File: src/rtl/core/oal_pkg.sv
// ============================================================================
// oal_pkg
// Shared types and constants for the ordered array list core.
// ============================================================================
package oal_pkg;

  localparam int unsigned DEFAULT_CAPACITY = 32;

  localparam int unsigned MODE_W   = 3;
  localparam int unsigned VALUE_W  = 32;
  localparam int unsigned POS_W    = 6;
  localparam int unsigned STATUS_W = 2;
  localparam int unsigned COUNT_W  = 6;

  typedef enum logic [MODE_W-1:0] {
    MODE_APPEND  = 3'd0,
    MODE_INSERT  = 3'd1,
    MODE_DELETE  = 3'd2,
    MODE_REPLACE = 3'd3,
    MODE_READ    = 3'd4
  } mode_t;

  typedef enum logic [STATUS_W-1:0] {
    ST_OK     = 2'd0,
    ST_FULL   = 2'd1,
    ST_BADPOS = 2'd2
  } status_t;

  typedef enum logic [3:0] {
    S_IDLE,
    S_EXEC,
    S_INS_PRIME,
    S_INS_SHIFT,
    S_INS_LAST,
    S_DEL_PRIME,
    S_DEL_SHIFT,
    S_RD_WAIT,
    S_FINISH
  } state_t;

  typedef enum logic [2:0] {
    RA_POS,
    RA_PTR_M1,
    RA_PTR_M2,
    RA_PTR_P1,
    RA_PTR_P2
  } raddr_sel_t;

  typedef enum logic [1:0] {
    WA_CNT,
    WA_POS,
    WA_PTR
  } waddr_sel_t;

  typedef enum logic {
    WS_VALUE,
    WS_RAM
  } wsrc_t;

  // Controller -> datapath
  typedef struct packed {
    logic       load;
    logic       status_load;
    status_t    status;
    logic       ptr_load_count;
    logic       ptr_load_pos;
    logic       ptr_inc;
    logic       ptr_dec;
    raddr_sel_t raddr_sel;
    logic       we;
    waddr_sel_t waddr_sel;
    wsrc_t      wsrc;
    logic       cnt_inc;
    logic       cnt_dec;
    logic       rd_capture;
    logic       out_load;
  } cmd_t;

  // Datapath -> controller
  typedef struct packed {
    logic [MODE_W-1:0] mode;
    logic              full;
    logic              ins_bad;
    logic              pos_bad;
    logic              pos_at_end;
    logic              pos_at_last;
    logic              ptr_at_pos1;
    logic              ptr_p2_at_count;
  } sts_t;

endpackage

File: src/rtl/core/oal_req_if.sv
// ============================================================================
// oal_req_if
// Request channel: mode, value and position with valid/ready.
// ============================================================================
interface oal_req_if;
  logic                                  valid;
  logic                                  ready;
  logic [oal_pkg::MODE_W-1:0]            mode;
  logic signed [oal_pkg::VALUE_W-1:0]    value;
  logic [oal_pkg::POS_W-1:0]             position;

  modport source (output valid, output mode, output value, output position, input ready);
  modport sink   (input valid, input mode, input value, input position, output ready);
endinterface

File: src/rtl/core/oal_rsp_if.sv
// ============================================================================
// oal_rsp_if
// Response channel: status, count and read value with valid/ready.
// ============================================================================
interface oal_rsp_if;
  logic                                  valid;
  logic                                  ready;
  logic [oal_pkg::STATUS_W-1:0]          status;
  logic [oal_pkg::COUNT_W-1:0]           count;
  logic signed [oal_pkg::VALUE_W-1:0]    read_value;

  modport source (output valid, output status, output count, output read_value, input ready);
  modport sink   (input valid, input status, input count, input read_value, output ready);
endinterface

File: src/rtl/core/ordered_array_list_core.sv
// ============================================================================
// ordered_array_list_core
// Ordered list of signed 32-bit values with append/insert/delete/replace/read.
// ============================================================================
// Append, replace, rejected and unused modes go from execute to finish; read
//   adds a read-wait state; insert in the middle and delete short of the last
//   element add a prime state and a shift loop, insert also a last-write state.
// One request at a time; the single write port of the element RAM moves one
//   element per cycle during insert and delete.
// Reset: count goes to zero; element storage is not cleared and needs no pass.
// ============================================================================
module ordered_array_list_core #(
  parameter int unsigned CAPACITY = oal_pkg::DEFAULT_CAPACITY
) (
  input logic    clk,
  input logic    rst,
  oal_req_if.sink   req,
  oal_rsp_if.source rsp
);

  // Command and status between the sequencer and the datapath. The sequencer
  // owns the handshakes; the datapath owns every payload and storage element.
  oal_pkg::cmd_t cmd;
  oal_pkg::sts_t sts;

  // Sequencer: takes one request at a time, walks the shift loop one element
  // per cycle, and parks the finished result in the output register so the
  // next request can be taken while the result still waits for its transfer.
  oal_ctrl u_ctrl (
    .clk       (clk),
    .rst       (rst),
    .in_valid  (req.valid),
    .in_ready  (req.ready),
    .out_valid (rsp.valid),
    .out_ready (rsp.ready),
    .sts       (sts),
    .cmd       (cmd)
  );

  // Datapath: request capture, element count, shift pointer, element RAM
  // (registered read) and the result register that drives the response.
  oal_dp #(
    .CAPACITY (CAPACITY)
  ) u_dp (
    .clk        (clk),
    .rst        (rst),
    .cmd        (cmd),
    .sts        (sts),
    .mode       (req.mode),
    .value      (req.value),
    .position   (req.position),
    .status     (rsp.status),
    .count      (rsp.count),
    .read_value (rsp.read_value)
  );

endmodule

File: src/rtl/core/oal_ram.sv
// ============================================================================
// oal_ram
// Generic simple dual-port RAM, one write port, one registered read port.
// ============================================================================
module oal_ram #(
  parameter int unsigned WIDTH = 32,
  parameter int unsigned DEPTH = 32,
  localparam int unsigned AW   = (DEPTH > 1) ? $clog2(DEPTH) : 1
) (
  input  logic             clk,
  input  logic             we,
  input  logic [AW-1:0]    waddr,
  input  logic [WIDTH-1:0] wdata,
  input  logic [AW-1:0]    raddr,
  output logic [WIDTH-1:0] rdata
);

  logic [WIDTH-1:0] mem [DEPTH];

  always_ff @(posedge clk) begin
    if (we) begin
      mem[waddr] <= wdata;
    end
    rdata <= mem[raddr];
  end

endmodule

File: src/rtl/core/oal_ctrl.sv
// ============================================================================
// oal_ctrl
// Request sequencer: decodes the mode, steps the shift loops, hands off results.
// ============================================================================
module oal_ctrl (
  input  logic          clk,
  input  logic          rst,
  input  logic          in_valid,
  output logic          in_ready,
  output logic          out_valid,
  input  logic          out_ready,
  input  oal_pkg::sts_t sts,
  output oal_pkg::cmd_t cmd
);

  oal_pkg::state_t state;
  oal_pkg::state_t state_next;
  logic            out_free;

  assign out_free = !out_valid || out_ready;
  assign in_ready = (state == oal_pkg::S_IDLE);

  always_ff @(posedge clk) begin
    if (rst) begin
      state     <= oal_pkg::S_IDLE;
      out_valid <= 1'b0;
    end else begin
      state <= state_next;
      if (cmd.out_load) begin
        out_valid <= 1'b1;
      end else if (out_ready) begin
        out_valid <= 1'b0;
      end
    end
  end

  // next state
  always_comb begin
    state_next = state;
    case (state)
      oal_pkg::S_IDLE: begin
        if (in_valid) state_next = oal_pkg::S_EXEC;
      end
      oal_pkg::S_EXEC: begin
        state_next = oal_pkg::S_FINISH;
        case (sts.mode)
          oal_pkg::MODE_INSERT: begin
            if (!sts.full && !sts.ins_bad && !sts.pos_at_end) state_next = oal_pkg::S_INS_PRIME;
          end
          oal_pkg::MODE_DELETE: begin
            if (!sts.pos_bad && !sts.pos_at_last) state_next = oal_pkg::S_DEL_PRIME;
          end
          oal_pkg::MODE_READ: begin
            if (!sts.pos_bad) state_next = oal_pkg::S_RD_WAIT;
          end
          default: state_next = oal_pkg::S_FINISH;
        endcase
      end
      oal_pkg::S_INS_PRIME: state_next = oal_pkg::S_INS_SHIFT;
      oal_pkg::S_INS_SHIFT: begin
        if (sts.ptr_at_pos1) state_next = oal_pkg::S_INS_LAST;
      end
      oal_pkg::S_INS_LAST:  state_next = oal_pkg::S_FINISH;
      oal_pkg::S_DEL_PRIME: state_next = oal_pkg::S_DEL_SHIFT;
      oal_pkg::S_DEL_SHIFT: begin
        if (sts.ptr_p2_at_count) state_next = oal_pkg::S_FINISH;
      end
      oal_pkg::S_RD_WAIT:   state_next = oal_pkg::S_FINISH;
      oal_pkg::S_FINISH: begin
        if (out_free) state_next = oal_pkg::S_IDLE;
      end
      default: state_next = oal_pkg::S_IDLE;
    endcase
  end

  // outputs
  always_comb begin
    cmd = '0;
    cmd.status    = oal_pkg::ST_OK;
    cmd.raddr_sel = oal_pkg::RA_POS;
    cmd.waddr_sel = oal_pkg::WA_POS;
    cmd.wsrc      = oal_pkg::WS_VALUE;
    case (state)
      oal_pkg::S_IDLE: begin
        cmd.load = in_valid;
      end
      oal_pkg::S_EXEC: begin
        cmd.status_load = 1'b1;
        case (sts.mode)
          oal_pkg::MODE_APPEND: begin
            if (sts.full) begin
              cmd.status = oal_pkg::ST_FULL;
            end else begin
              cmd.we        = 1'b1;
              cmd.waddr_sel = oal_pkg::WA_CNT;
              cmd.cnt_inc   = 1'b1;
            end
          end
          oal_pkg::MODE_INSERT: begin
            if (sts.full) begin
              cmd.status = oal_pkg::ST_FULL;
            end else if (sts.ins_bad) begin
              cmd.status = oal_pkg::ST_BADPOS;
            end else if (sts.pos_at_end) begin
              cmd.we      = 1'b1;
              cmd.cnt_inc = 1'b1;
            end else begin
              cmd.ptr_load_count = 1'b1;
            end
          end
          oal_pkg::MODE_DELETE: begin
            if (sts.pos_bad) begin
              cmd.status = oal_pkg::ST_BADPOS;
            end else if (sts.pos_at_last) begin
              cmd.cnt_dec = 1'b1;
            end else begin
              cmd.ptr_load_pos = 1'b1;
            end
          end
          oal_pkg::MODE_REPLACE: begin
            if (sts.pos_bad) cmd.status = oal_pkg::ST_BADPOS;
            else             cmd.we     = 1'b1;
          end
          oal_pkg::MODE_READ: begin
            if (sts.pos_bad) cmd.status = oal_pkg::ST_BADPOS;
          end
          default: cmd.status = oal_pkg::ST_OK;
        endcase
      end
      oal_pkg::S_INS_PRIME: begin
        cmd.raddr_sel = oal_pkg::RA_PTR_M1;
      end
      oal_pkg::S_INS_SHIFT: begin
        cmd.we        = 1'b1;
        cmd.waddr_sel = oal_pkg::WA_PTR;
        cmd.wsrc      = oal_pkg::WS_RAM;
        cmd.raddr_sel = oal_pkg::RA_PTR_M2;
        cmd.ptr_dec   = 1'b1;
      end
      oal_pkg::S_INS_LAST: begin
        cmd.we      = 1'b1;
        cmd.cnt_inc = 1'b1;
      end
      oal_pkg::S_DEL_PRIME: begin
        cmd.raddr_sel = oal_pkg::RA_PTR_P1;
      end
      oal_pkg::S_DEL_SHIFT: begin
        cmd.we        = 1'b1;
        cmd.waddr_sel = oal_pkg::WA_PTR;
        cmd.wsrc      = oal_pkg::WS_RAM;
        cmd.raddr_sel = oal_pkg::RA_PTR_P2;
        cmd.ptr_inc   = 1'b1;
        cmd.cnt_dec   = sts.ptr_p2_at_count;
      end
      oal_pkg::S_RD_WAIT: begin
        cmd.rd_capture = 1'b1;
      end
      oal_pkg::S_FINISH: begin
        cmd.out_load = out_free;
      end
      default: cmd.load = 1'b0;
    endcase
  end

  // no storage write outside request execution
  a_no_write_idle: assert property (@(posedge clk) disable iff (rst)
    (state == oal_pkg::S_IDLE || state == oal_pkg::S_FINISH) |-> !cmd.we)
    else $error("storage write outside request execution");

  // a result waiting at the output is never overwritten
  a_no_overwrite: assert property (@(posedge clk) disable iff (rst)
    (out_valid && !out_ready) |-> !cmd.out_load)
    else $error("pending result overwritten");

endmodule

File: src/rtl/core/oal_dp.sv
// ============================================================================
// oal_dp
// Datapath: request registers, element count, shift pointer, storage, result.
// ============================================================================
module oal_dp #(
  parameter int unsigned CAPACITY = oal_pkg::DEFAULT_CAPACITY
) (
  input  logic                                clk,
  input  logic                                rst,
  input  oal_pkg::cmd_t                       cmd,
  output oal_pkg::sts_t                       sts,
  input  logic [oal_pkg::MODE_W-1:0]          mode,
  input  logic signed [oal_pkg::VALUE_W-1:0]  value,
  input  logic [oal_pkg::POS_W-1:0]           position,
  output logic [oal_pkg::STATUS_W-1:0]        status,
  output logic [oal_pkg::COUNT_W-1:0]         count,
  output logic signed [oal_pkg::VALUE_W-1:0]  read_value
);

  localparam int unsigned AW = $clog2(CAPACITY);
  localparam int unsigned CW = $clog2(CAPACITY + 1);
  localparam int unsigned XW = ((CW > oal_pkg::POS_W) ? CW : oal_pkg::POS_W) + 2;

  logic [oal_pkg::MODE_W-1:0]          req_mode;
  logic signed [oal_pkg::VALUE_W-1:0]  req_value;
  logic [oal_pkg::POS_W-1:0]           req_pos;
  oal_pkg::status_t                    res_status;
  logic signed [oal_pkg::VALUE_W-1:0]  rd;
  logic [CW-1:0]                       cnt;
  logic [CW-1:0]                       ptr;

  logic [XW-1:0] cnt_x;
  logic [XW-1:0] pos_x;
  logic [XW-1:0] ptr_x;
  logic [CW-1:0] pos_c;
  logic [CW-1:0] raddr_c;
  logic [CW-1:0] waddr_c;
  logic [AW-1:0] raddr;
  logic [AW-1:0] waddr;
  logic [oal_pkg::VALUE_W-1:0] wdata;
  logic [oal_pkg::VALUE_W-1:0] rdata;

  assign cnt_x = XW'(cnt);
  assign pos_x = XW'(req_pos);
  assign ptr_x = XW'(ptr);
  assign pos_c = CW'(pos_x);

  assign sts.mode            = req_mode;
  assign sts.full            = (cnt_x == XW'(CAPACITY));
  assign sts.ins_bad         = (pos_x > cnt_x);
  assign sts.pos_bad         = (pos_x >= cnt_x);
  assign sts.pos_at_end      = (pos_x == cnt_x);
  assign sts.pos_at_last     = ((pos_x + XW'(1)) == cnt_x);
  assign sts.ptr_at_pos1     = (ptr_x == (pos_x + XW'(1)));
  assign sts.ptr_p2_at_count = ((ptr_x + XW'(2)) == cnt_x);

  always_comb begin
    case (cmd.raddr_sel)
      oal_pkg::RA_PTR_M1: raddr_c = ptr - CW'(1);
      oal_pkg::RA_PTR_M2: raddr_c = ptr - CW'(2);
      oal_pkg::RA_PTR_P1: raddr_c = ptr + CW'(1);
      oal_pkg::RA_PTR_P2: raddr_c = ptr + CW'(2);
      default:            raddr_c = pos_c;
    endcase
    case (cmd.waddr_sel)
      oal_pkg::WA_CNT: waddr_c = cnt;
      oal_pkg::WA_PTR: waddr_c = ptr;
      default:         waddr_c = pos_c;
    endcase
  end

  assign raddr = raddr_c[AW-1:0];
  assign waddr = waddr_c[AW-1:0];
  assign wdata = (cmd.wsrc == oal_pkg::WS_RAM) ? rdata : req_value;

  oal_ram #(
    .WIDTH (oal_pkg::VALUE_W),
    .DEPTH (CAPACITY)
  ) u_ram (
    .clk   (clk),
    .we    (cmd.we),
    .waddr (waddr),
    .wdata (wdata),
    .raddr (raddr),
    .rdata (rdata)
  );

  // control state
  always_ff @(posedge clk) begin
    if (rst) begin
      cnt <= '0;
    end else if (cmd.cnt_inc) begin
      cnt <= cnt + CW'(1);
    end else if (cmd.cnt_dec) begin
      cnt <= cnt - CW'(1);
    end
  end

  // payload registers
  always_ff @(posedge clk) begin
    if (cmd.load) begin
      req_mode  <= mode;
      req_value <= value;
      req_pos   <= position;
      rd        <= '0;
    end else if (cmd.rd_capture) begin
      rd <= rdata;
    end
    if (cmd.status_load) begin
      res_status <= cmd.status;
    end
    if (cmd.ptr_load_count) begin
      ptr <= cnt;
    end else if (cmd.ptr_load_pos) begin
      ptr <= pos_c;
    end else if (cmd.ptr_inc) begin
      ptr <= ptr + CW'(1);
    end else if (cmd.ptr_dec) begin
      ptr <= ptr - CW'(1);
    end
    if (cmd.out_load) begin
      status     <= res_status;
      count      <= oal_pkg::COUNT_W'(cnt_x);
      read_value <= rd;
    end
  end

  a_cnt_bound: assert property (@(posedge clk) disable iff (rst)
    cnt_x <= XW'(CAPACITY))
    else $error("element count above capacity");

  a_inc_not_full: assert property (@(posedge clk) disable iff (rst)
    cmd.cnt_inc |-> !sts.full)
    else $error("count raised on a full list");

  a_dec_not_empty: assert property (@(posedge clk) disable iff (rst)
    cmd.cnt_dec |-> (cnt != '0))
    else $error("count lowered on an empty list");

  a_write_in_range: assert property (@(posedge clk) disable iff (rst)
    cmd.we |-> (XW'(waddr_c) < XW'(CAPACITY)))
    else $error("storage write beyond capacity");

endmodule
File: src/flat_wrapper.sv
// flat-port wrapper written by rule: the top's interface ports become plain ports
module ordered_array_list_core_flat 
#(
  parameter int unsigned CAPACITY = oal_pkg::DEFAULT_CAPACITY
)
  (clk, rst, req_valid, req_mode, req_value, req_position, req_ready, rsp_valid, rsp_status, rsp_count, rsp_read_value, rsp_ready);
  oal_req_if req_i ();
  oal_rsp_if rsp_i ();
  input logic clk;
  input logic rst;
  input wire logic [$bits(req_i.valid)-1:0] req_valid;
  input wire logic [$bits(req_i.mode)-1:0] req_mode;
  input wire logic [$bits(req_i.value)-1:0] req_value;
  input wire logic [$bits(req_i.position)-1:0] req_position;
  output wire logic [$bits(req_i.ready)-1:0] req_ready;
  output wire logic [$bits(rsp_i.valid)-1:0] rsp_valid;
  output wire logic [$bits(rsp_i.status)-1:0] rsp_status;
  output wire logic [$bits(rsp_i.count)-1:0] rsp_count;
  output wire logic [$bits(rsp_i.read_value)-1:0] rsp_read_value;
  input wire logic [$bits(rsp_i.ready)-1:0] rsp_ready;
  assign req_i.valid = req_valid;
  assign req_i.mode = req_mode;
  assign req_i.value = req_value;
  assign req_i.position = req_position;
  assign req_ready = req_i.ready;
  assign rsp_valid = rsp_i.valid;
  assign rsp_status = rsp_i.status;
  assign rsp_count = rsp_i.count;
  assign rsp_read_value = rsp_i.read_value;
  assign rsp_i.ready = rsp_ready;
  ordered_array_list_core #(.CAPACITY(CAPACITY)) u_core (.clk(clk), .rst(rst), .req(req_i), .rsp(rsp_i));
endmodule
File: config.mk
export PLATFORM = sky130hd
export DESIGN_NAME = ordered_array_list_core_flat
export DESIGN_NICKNAME = d
export VERILOG_FILES = /design/src/rtl/core/oal_pkg.sv /design/src/rtl/core/oal_req_if.sv /design/src/rtl/core/oal_rsp_if.sv /design/src/rtl/core/ordered_array_list_core.sv /design/src/rtl/core/oal_ram.sv /design/src/rtl/core/oal_ctrl.sv /design/src/rtl/core/oal_dp.sv /design/src/flat_wrapper.sv
export SDC_FILE = /design/constraint.sdc
export NUM_CORES = 2
export LEC_CHECK = 0
export BUFFER_PORTS_ARGS = -buffer_cell sky130_fd_sc_hd__buf_4
export CAP_MARGIN = 5
export CORE_MARGIN = 3
export CORE_UTILIZATION = 65
export DETAILED_ROUTE_END_ITERATION = 6
export GPL_ROUTABILITY_DRIVEN = 0
export PLACE_DENSITY = 0.78
export RECOVER_POWER = 50
export SYNTH_ARGS = -nofsm -noshare
export SYNTH_HDL_FRONTEND = slang
export SYNTH_SLANG_ARGS = --single-unit
File: constraint.sdc
create_clock -name clk -period 8.6 [get_ports clk]
set_clock_uncertainty 0.2 [all_clocks]
set_input_delay 2.58 -clock clk [delete_from_list [all_inputs] [get_ports clk]]
set_output_delay 2.58 -clock clk [all_outputs]
set_load 0.005 [all_outputs]
## Word level (Yosys, flattened, before mapping)

Memory sizes are Yosys's and may differ from the RTL's. A register that Yosys moved wholly into a read port is not among the register bits.
Index checks and enable logic that the tools add are counted.

| storage, ports and cells | value |
|---|---|
| input port bits | 45 |
| output and inout port bits | 42 |
| register bits | 132 |
| bits in writable memories | 1024 |
| memories | 1 |

Memory list:

| memory | depth | bits a word | read ports | clocked after Yosys merged registers in | wr ports | RTL line | text |
|---|---|---|---|---|---|---|---|
| u_core.u_dp.u_ram.mem | 32 | 32 | 1 | 1 | 1 | oal_ram.sv:18 | `logic [WIDTH-1:0] mem [DEPTH];` |

| cells by class | value |
|---|---|
| eq/ne operators | 26 |
| $add $sub $neg | 8 |
| reduce and logical (&&, ||, !) cells | 21 |
| multiplexer cells | 58 |
| $lt $le $gt $ge | 2 |

Operators by type and width:

| operator | count |
|---|---|
| $mux 6 | 6 |
| $mux 32 | 1 |
| $pmux 4 s8 | 1 |
| $mux 4 | 7 |
| $mux 1 | 26 |
| $pmux 5 s4 | 1 |
| $eq 4x3->1 const B | 4 |
| $eq 7x6->1 | 2 |
| $add 6x1->6 const B | 2 |
| $eq 3x2->1 const B | 4 |
| $pmux 3 s4 | 1 |
| $pmux 4 s3 | 1 |
| $sub 6x1->6 const B | 2 |
| $pmux 5 s2 | 1 |
| $eq 4x2->1 const B | 2 |
| $mux 2 | 4 |
| $pmux 1 s2 | 4 |
| $add 6x1->7 const B | 1 |
| $add 6x2->7 const B | 1 |
| $eq 6x7->1 | 1 |
| $eq 3x1->1 const B | 2 |
| $eq 3x3->1 const B | 2 |
| $eq 6x6->1 | 1 |
| $eq 6x6->1 const B | 1 |
| 25 further kinds | 37 |

## Depth between registers and ports, before layout

| logic depth | value |
|---|---|
| depth in word-level cells | 8 |
| depth in mapped cells | 17 |
| mapped depth without buffers | 16 |

## Hierarchy

Synthesis repeated with hierarchy kept, for this count alone.

| second synthesis, totals | value |
|---|---|
| cells, all modules | 2828 |
| area total of the unflattened synthesis | 47041.4 µm² |

By module, submodules not included:

| module | sequential area each (µm²) | cells each | area an instance (µm²) | instances |
|---|---|---|---|---|
| oal_ram | 31390.1 | 2260 | 40492.6 | 1 |
| oal_dp | 3433.3 | 472 | 5930.7 | 1 |
| oal_ctrl | 100.1 | 96 | 618.1 | 1 |

## Worst setup path after synthesis

Ideal clock, no wire load.

| path | value |
|---|---|
| path kind | reg2reg |
| start point | register u_core.u_dp.cnt[3] |
| end point | memory u_core.u_dp.u_ram.mem[25][0] (enable) |
| stages on the path, launching flop included | 12 |
| path slack | 3.301 ns |
| arrival | 4.637 ns |
| setup time | 0.461 ns |
| cells stage by stage | dfxtp_1 > clkbuf_1 > inv_1 > ha_1 > a21o_1 > a21o_1 > a21oi_1 > o21a_1 > a21oi_1 > o22a_1 > or3_1 > nor3_1 |

| between the ends | value |
|---|---|
| cells in the longest elaborated chain, start to end | 8 |
| elaborated cells on any way between the ends | 18 |
| those cells by class | 2 x order compare; 3 x eq/ne; 12 x mux; 1 x reduce/logical |

RTL lines:

| item | RTL line | text |
|---|---|---|
| start: declaration | oal_dp.sv:29 | `logic [CW-1:0] cnt;` |
| start signal: assignment | oal_dp.sv:93 | `cnt <= cnt + CW'(1);` |
| start signal: assignment | oal_dp.sv:95 | `cnt <= cnt - CW'(1);` |
| branches (longest 8 deep; another with $gt 6x6->1) | -- |  |
| end: declaration | oal_ram.sv:18 |  |

Several ways; the timed one is not identified.

## Worst setup path after layout

| path | value |
|---|---|
| start point | register u_core.u_ctrl.state[0] |
| end point | memory u_core.u_dp.u_ram.mem[5][13] (enable) |

| between the ends | value |
|---|---|
| cells in the longest elaborated chain, start to end | 5 |
| elaborated cells on any way between the ends | 13 |
| those cells by class | 5 x eq/ne; 5 x mux; 3 x reduce/logical |

RTL lines:

| item | RTL line | text |
|---|---|---|
| start: declaration | oal_ctrl.sv:16 | `oal_pkg::state_t state;` |
| start signal: assignment | oal_ctrl.sv:25 | `state <= oal_pkg::S_IDLE;` |
| start signal: assignment | oal_ctrl.sv:28 | `state <= state_next;` |
| $eq 4x3->1 / $eq 4x2->1 (equally long branches) | oal_ctrl.sv:83 | `case (state)` |
| $reduce_or 2->1 (no line) / $reduce_or 3->1 (equally long branches) | -- |  |
| $pmux 2 s2 / $pmux 1 s2 (equally long branches) | oal_ctrl.sv:83 |  |
| $eq 2x2->1 (tied with other cells) | oal_dp.sv:65 | `case (cmd.waddr_sel)` |
| $pmux 5 s2 / $mux 1 (equally long branches) | oal_dp.sv:65, oal_ram.sv:22 |  |

Parallel ways exist; a longest one is shown, timed or not.

==> results.toml <==
[global_routing]
groute.layer.met1.usage = 0.4478
vias_in_the_first_global_route = 28880
gr-usage-met2 = 0.5208
grt_start_max_net_pins = 166
globalRouteTotalUtil = 0.3335
grt_first_pass_wirelength_mm = 182.9
number_of_antenna_violations_at_the_first_check_in_global_routing = 0
gr-max-usage-layer = "met2"
globalRouteMet3Util = 0.07221
global_route.overflow_total = 0

[drt]
detailroute.via_count = 29890
routed_via_density = 6.722
first_iter_violations = 4598
drt_pass_1_iters = 6
drt-total-wl_mm = 126.7
final_antenna_net_count = 0
post_drt_wl_per_cell_um = 28.50
drt_drc_violations_left = 0

[final_layout]
filler_cell_count = 4223
syn_to_final_growth_pct = 11.48
final_nets = 3471
finish.utilization = 0.7390
layout-drive-gt1-share = 0.1087
post-route-cell-area_sq_mm = 0.05238

[critical_path]
critPathTopFamily = "buffers and inverters"
worst-endpoint-arrival_ps = 7330
critical_path.cell_chain = "xor2_2 > and3_2 > clkbuf_1 > o21ai_0 > or3_1 > nor2_4 > buf_4"
critical_path.max_stage_delay_ps = 2150
worstSetupStartpointType = "flop"
reg2reg_depth = 7
timing.critical_path.fanout_max = 37
regToRegEndpoint = "u_core.u_dp.u_ram.mem[5][13]"
worst_r2r_startpoint = "u_core.u_ctrl.state[0]"
worst_ep_required_time_ps = 8720
critical_path_buf_inv_count = 2
worst_setup_path_end_kind = "flop"
critPathSlowestCell = "clkbuf_1"
timing.setup.critical_path_class = "reg2reg"
worst-r2r-setup-slack_ps = 1400

[floorplanning]
initial_standard_cell_utilization_of_the_core = 0.6629
ios = 87
coreArea_sq_mm = 0.07088
die_x_um = 274.9
total_number_of_placement_rows = 97
die-area_sq_mm = 0.07555
chipHeight_um = 274.9

[placement]
place_area_sq_mm = 0.04857
port_buffers = 86
detailedPlacementHpwl_mm = 65.91

[cts]
inserted_clock_buffers = 114
postCtsSetupRepairBufs = 0
clock_path_buffers = 3
cts_tree = "done"
insertion_delay_ps = 690
ctsResizeCount = 0
clk_pin_slew_ps = 60
holdBufCountCts = 0
clockRootBuffer = "clkbuf_16"
clock_sinks = 1188
htreeDepth = 3

[logic_synthesis]
synth_area_sq_mm = 0.04699
synth-edff-count = 1113
synth-seq-area-share = 0.7433
yosys_most_used_dff = "edfxtp_1"
synth_seq_cells = 1188
yosysWarningCount = 0
synthArstFlopShare = 0
synth_cells = 3357
syn_avg_cell_area_sq_um = 14.00
number_of_distinct_library_cells_after_synthesis = 78
postSynthNetCount = 3422

[sta]
final_min_period_over_clock_period = 0.8376
timing_max_transition_violations_final = 148
final_period_demand_of_the_worst_path_ps = 7203
finalSetupTns_ps = 0
timing_worst_slew_pin_value_ps = 4509
maxSlewHeadroom = -2.006
grt_setup_unrepaired = "no"
setup_viol = 0
hold_viol = 0
f_max_mhz = 138.8

[outcome]
violated_checks = "capacitance limit, slew limit"
outcome = "complete, but fails checks"

[min_path]
timing.hold.worst.class = "reg2reg"
min-delay-start = "u_core.u_dp.res_status[1]"
worst_hold_path.endpoint = "u_core.u_dp.status[1]"
depth_of_the_worst_hold_timing_path = 0

[power_and_ir_drop]
static-leakage-power_uw = 0.01784
power.ir.vdd_worst_mv = 0.2332
finalPower_uw = 13140
power_per_cell_area_mw_per_mm2 = 250.8

[run]
drv.max_cap_violation_count = 3
-- cells in the final DEF (no fill, tap or decap), drive strengths merged, types with 6 or more instances in the layout --
cell type / instances
clkbuf: 207
dfxtp: 75
nand2b: 9
a32o: 30
nor2: 62
xnor2: 30
o21ai: 22
inv: 27
a21o: 6
a21oi: 55
mux2i: 176
clkinv: 31
and3: 37
nand4: 36
nand2: 891
xor2: 10
a211oi: 33
nor4: 7
a31oi: 33
bufinv: 14
edfxtp: 1113
buf: 99
nor3: 10
o21a: 6
a221oi: 32
ha: 18
a32oi: 68
nand3: 268
o22ai: 32
-- report_power, final --
part / internal (uW) / total [uW] / switching, uW
Clock: 2980 / 5100 / 2120
Sequential: 6540 / 6660 / 121
Combinational: 409 / 1370 / 964
-- cell type report --
class                           instances  area, sq um  area share
Antenna cell                            1        2.502  0.00004777
Clock inverter                         54        704.4     0.01345
Inverter                               23        86.33    0.001648
Timing Repair Buffer                  145         1134     0.02164
Clock buffer                          161         3143     0.06000
Multi-Input combinational cell       1934        11210      0.2140
Sequential cell                      1188        34920      0.6667
Tap cell                              940         1176     0.02245
-- worst max-delay path by stage --
stage                           start                           end  cells past startpoint
6_report       u_core.u_ctrl.state[0]  u_core.u_dp.u_ram.mem[5][13]                      7
5_1_grt        u_core.u_ctrl.state[0]  u_core.u_dp.u_ram.mem[5][12]                      7
4_1_cts        u_core.u_ctrl.state[1]   u_core.u_dp.u_ram.rdata[25]                     12
3_5_place_dp   u_core.u_ctrl.state[1]   u_core.u_dp.u_ram.rdata[25]                     12
3_3_place_gp   u_core.u_ctrl.state[1]    u_core.u_dp.u_ram.rdata[7]                     12
2_1_floorplan      u_core.u_dp.cnt[3]  u_core.u_dp.u_ram.mem[25][0]                     11
-- logic make-up (layout without fill, tap and decap cells) --
group,count (synthesis),count (layout),share of synthesized area
adder cells (fa/ha/maj),20,20,0.005645
XOR/XNOR,41,41,0.008095
flip-flops,1188,1188,0.7433
AO/OA/AOI/OAI,347,347,0.05853
other,0,1,0
buffers and inverters,235,383,0.02394
multiplexers,177,177,0.03773
AND/OR/NAND/NOR,1349,1349,0.1228
-- layer usage --
layer | part of all wire | vias to the layer above
met2 | 0.46 | 2214
met4 | 0.057 | 0
met3 | 0.12 | 452
li1 | - | 12590
met1 | 0.36 | 14640
met5 | 0 | -
-- cells in the mapped netlist, types with 22 or more instances --
cell type     n  area share
a211oi_1     24      0.0038
a21oi_1      54      0.0058
a31oi_1      33      0.0044
a32o_1       30      0.0064
a32oi_1      68       0.013
and3_1       37      0.0049
buf_2        80      0.0085
clkbuf_1     88      0.0070
dfxtp_1      75       0.032
edfxtp_1   1113        0.71
inv_1        22      0.0018
mux2i_1     176       0.037
nand2_1     891       0.071
nand3_1     267       0.028
nand4_1      36      0.0048
nor2_1       61      0.0049
o22ai_1      32      0.0043
xnor2_1      30      0.0056
-- state kept, by name (all words and copies together) (netlist names) --
signal and flops:
u_core.u_dp.rd 32, u_core.u_dp.res_status 2, u_core.u_dp.read_value 32, u_core.u_dp.count 6, u_core.u_dp.status 2, u_core.u_dp.req_value 32, u_core.u_ctrl.out_valid 1, u_core.u_dp.req_mode 3
u_core.u_dp.u_ram.rdata 32, u_core.u_ctrl.state 4, u_core.u_dp.pos_c 6, u_core.u_dp.u_ram.mem 1024, u_core.u_dp.cnt 6, u_core.u_dp.ptr 6
-- per-stage QoR --
stage / std cells / hold WS (ps) / setup slack, ps
after floorplan: 3357 / 200.3 / 3301
after global placement: 4230 / 212.5 / 3311
after detailed placement: 4230 / 206.1 / 3148
after CTS: 4445 / 219.4 / 3124
after global routing: 4445 / 224.7 / 1430
final: 4446 / 222.9 / 1397
Note: power is estimated with default switching activity, not from simulation.
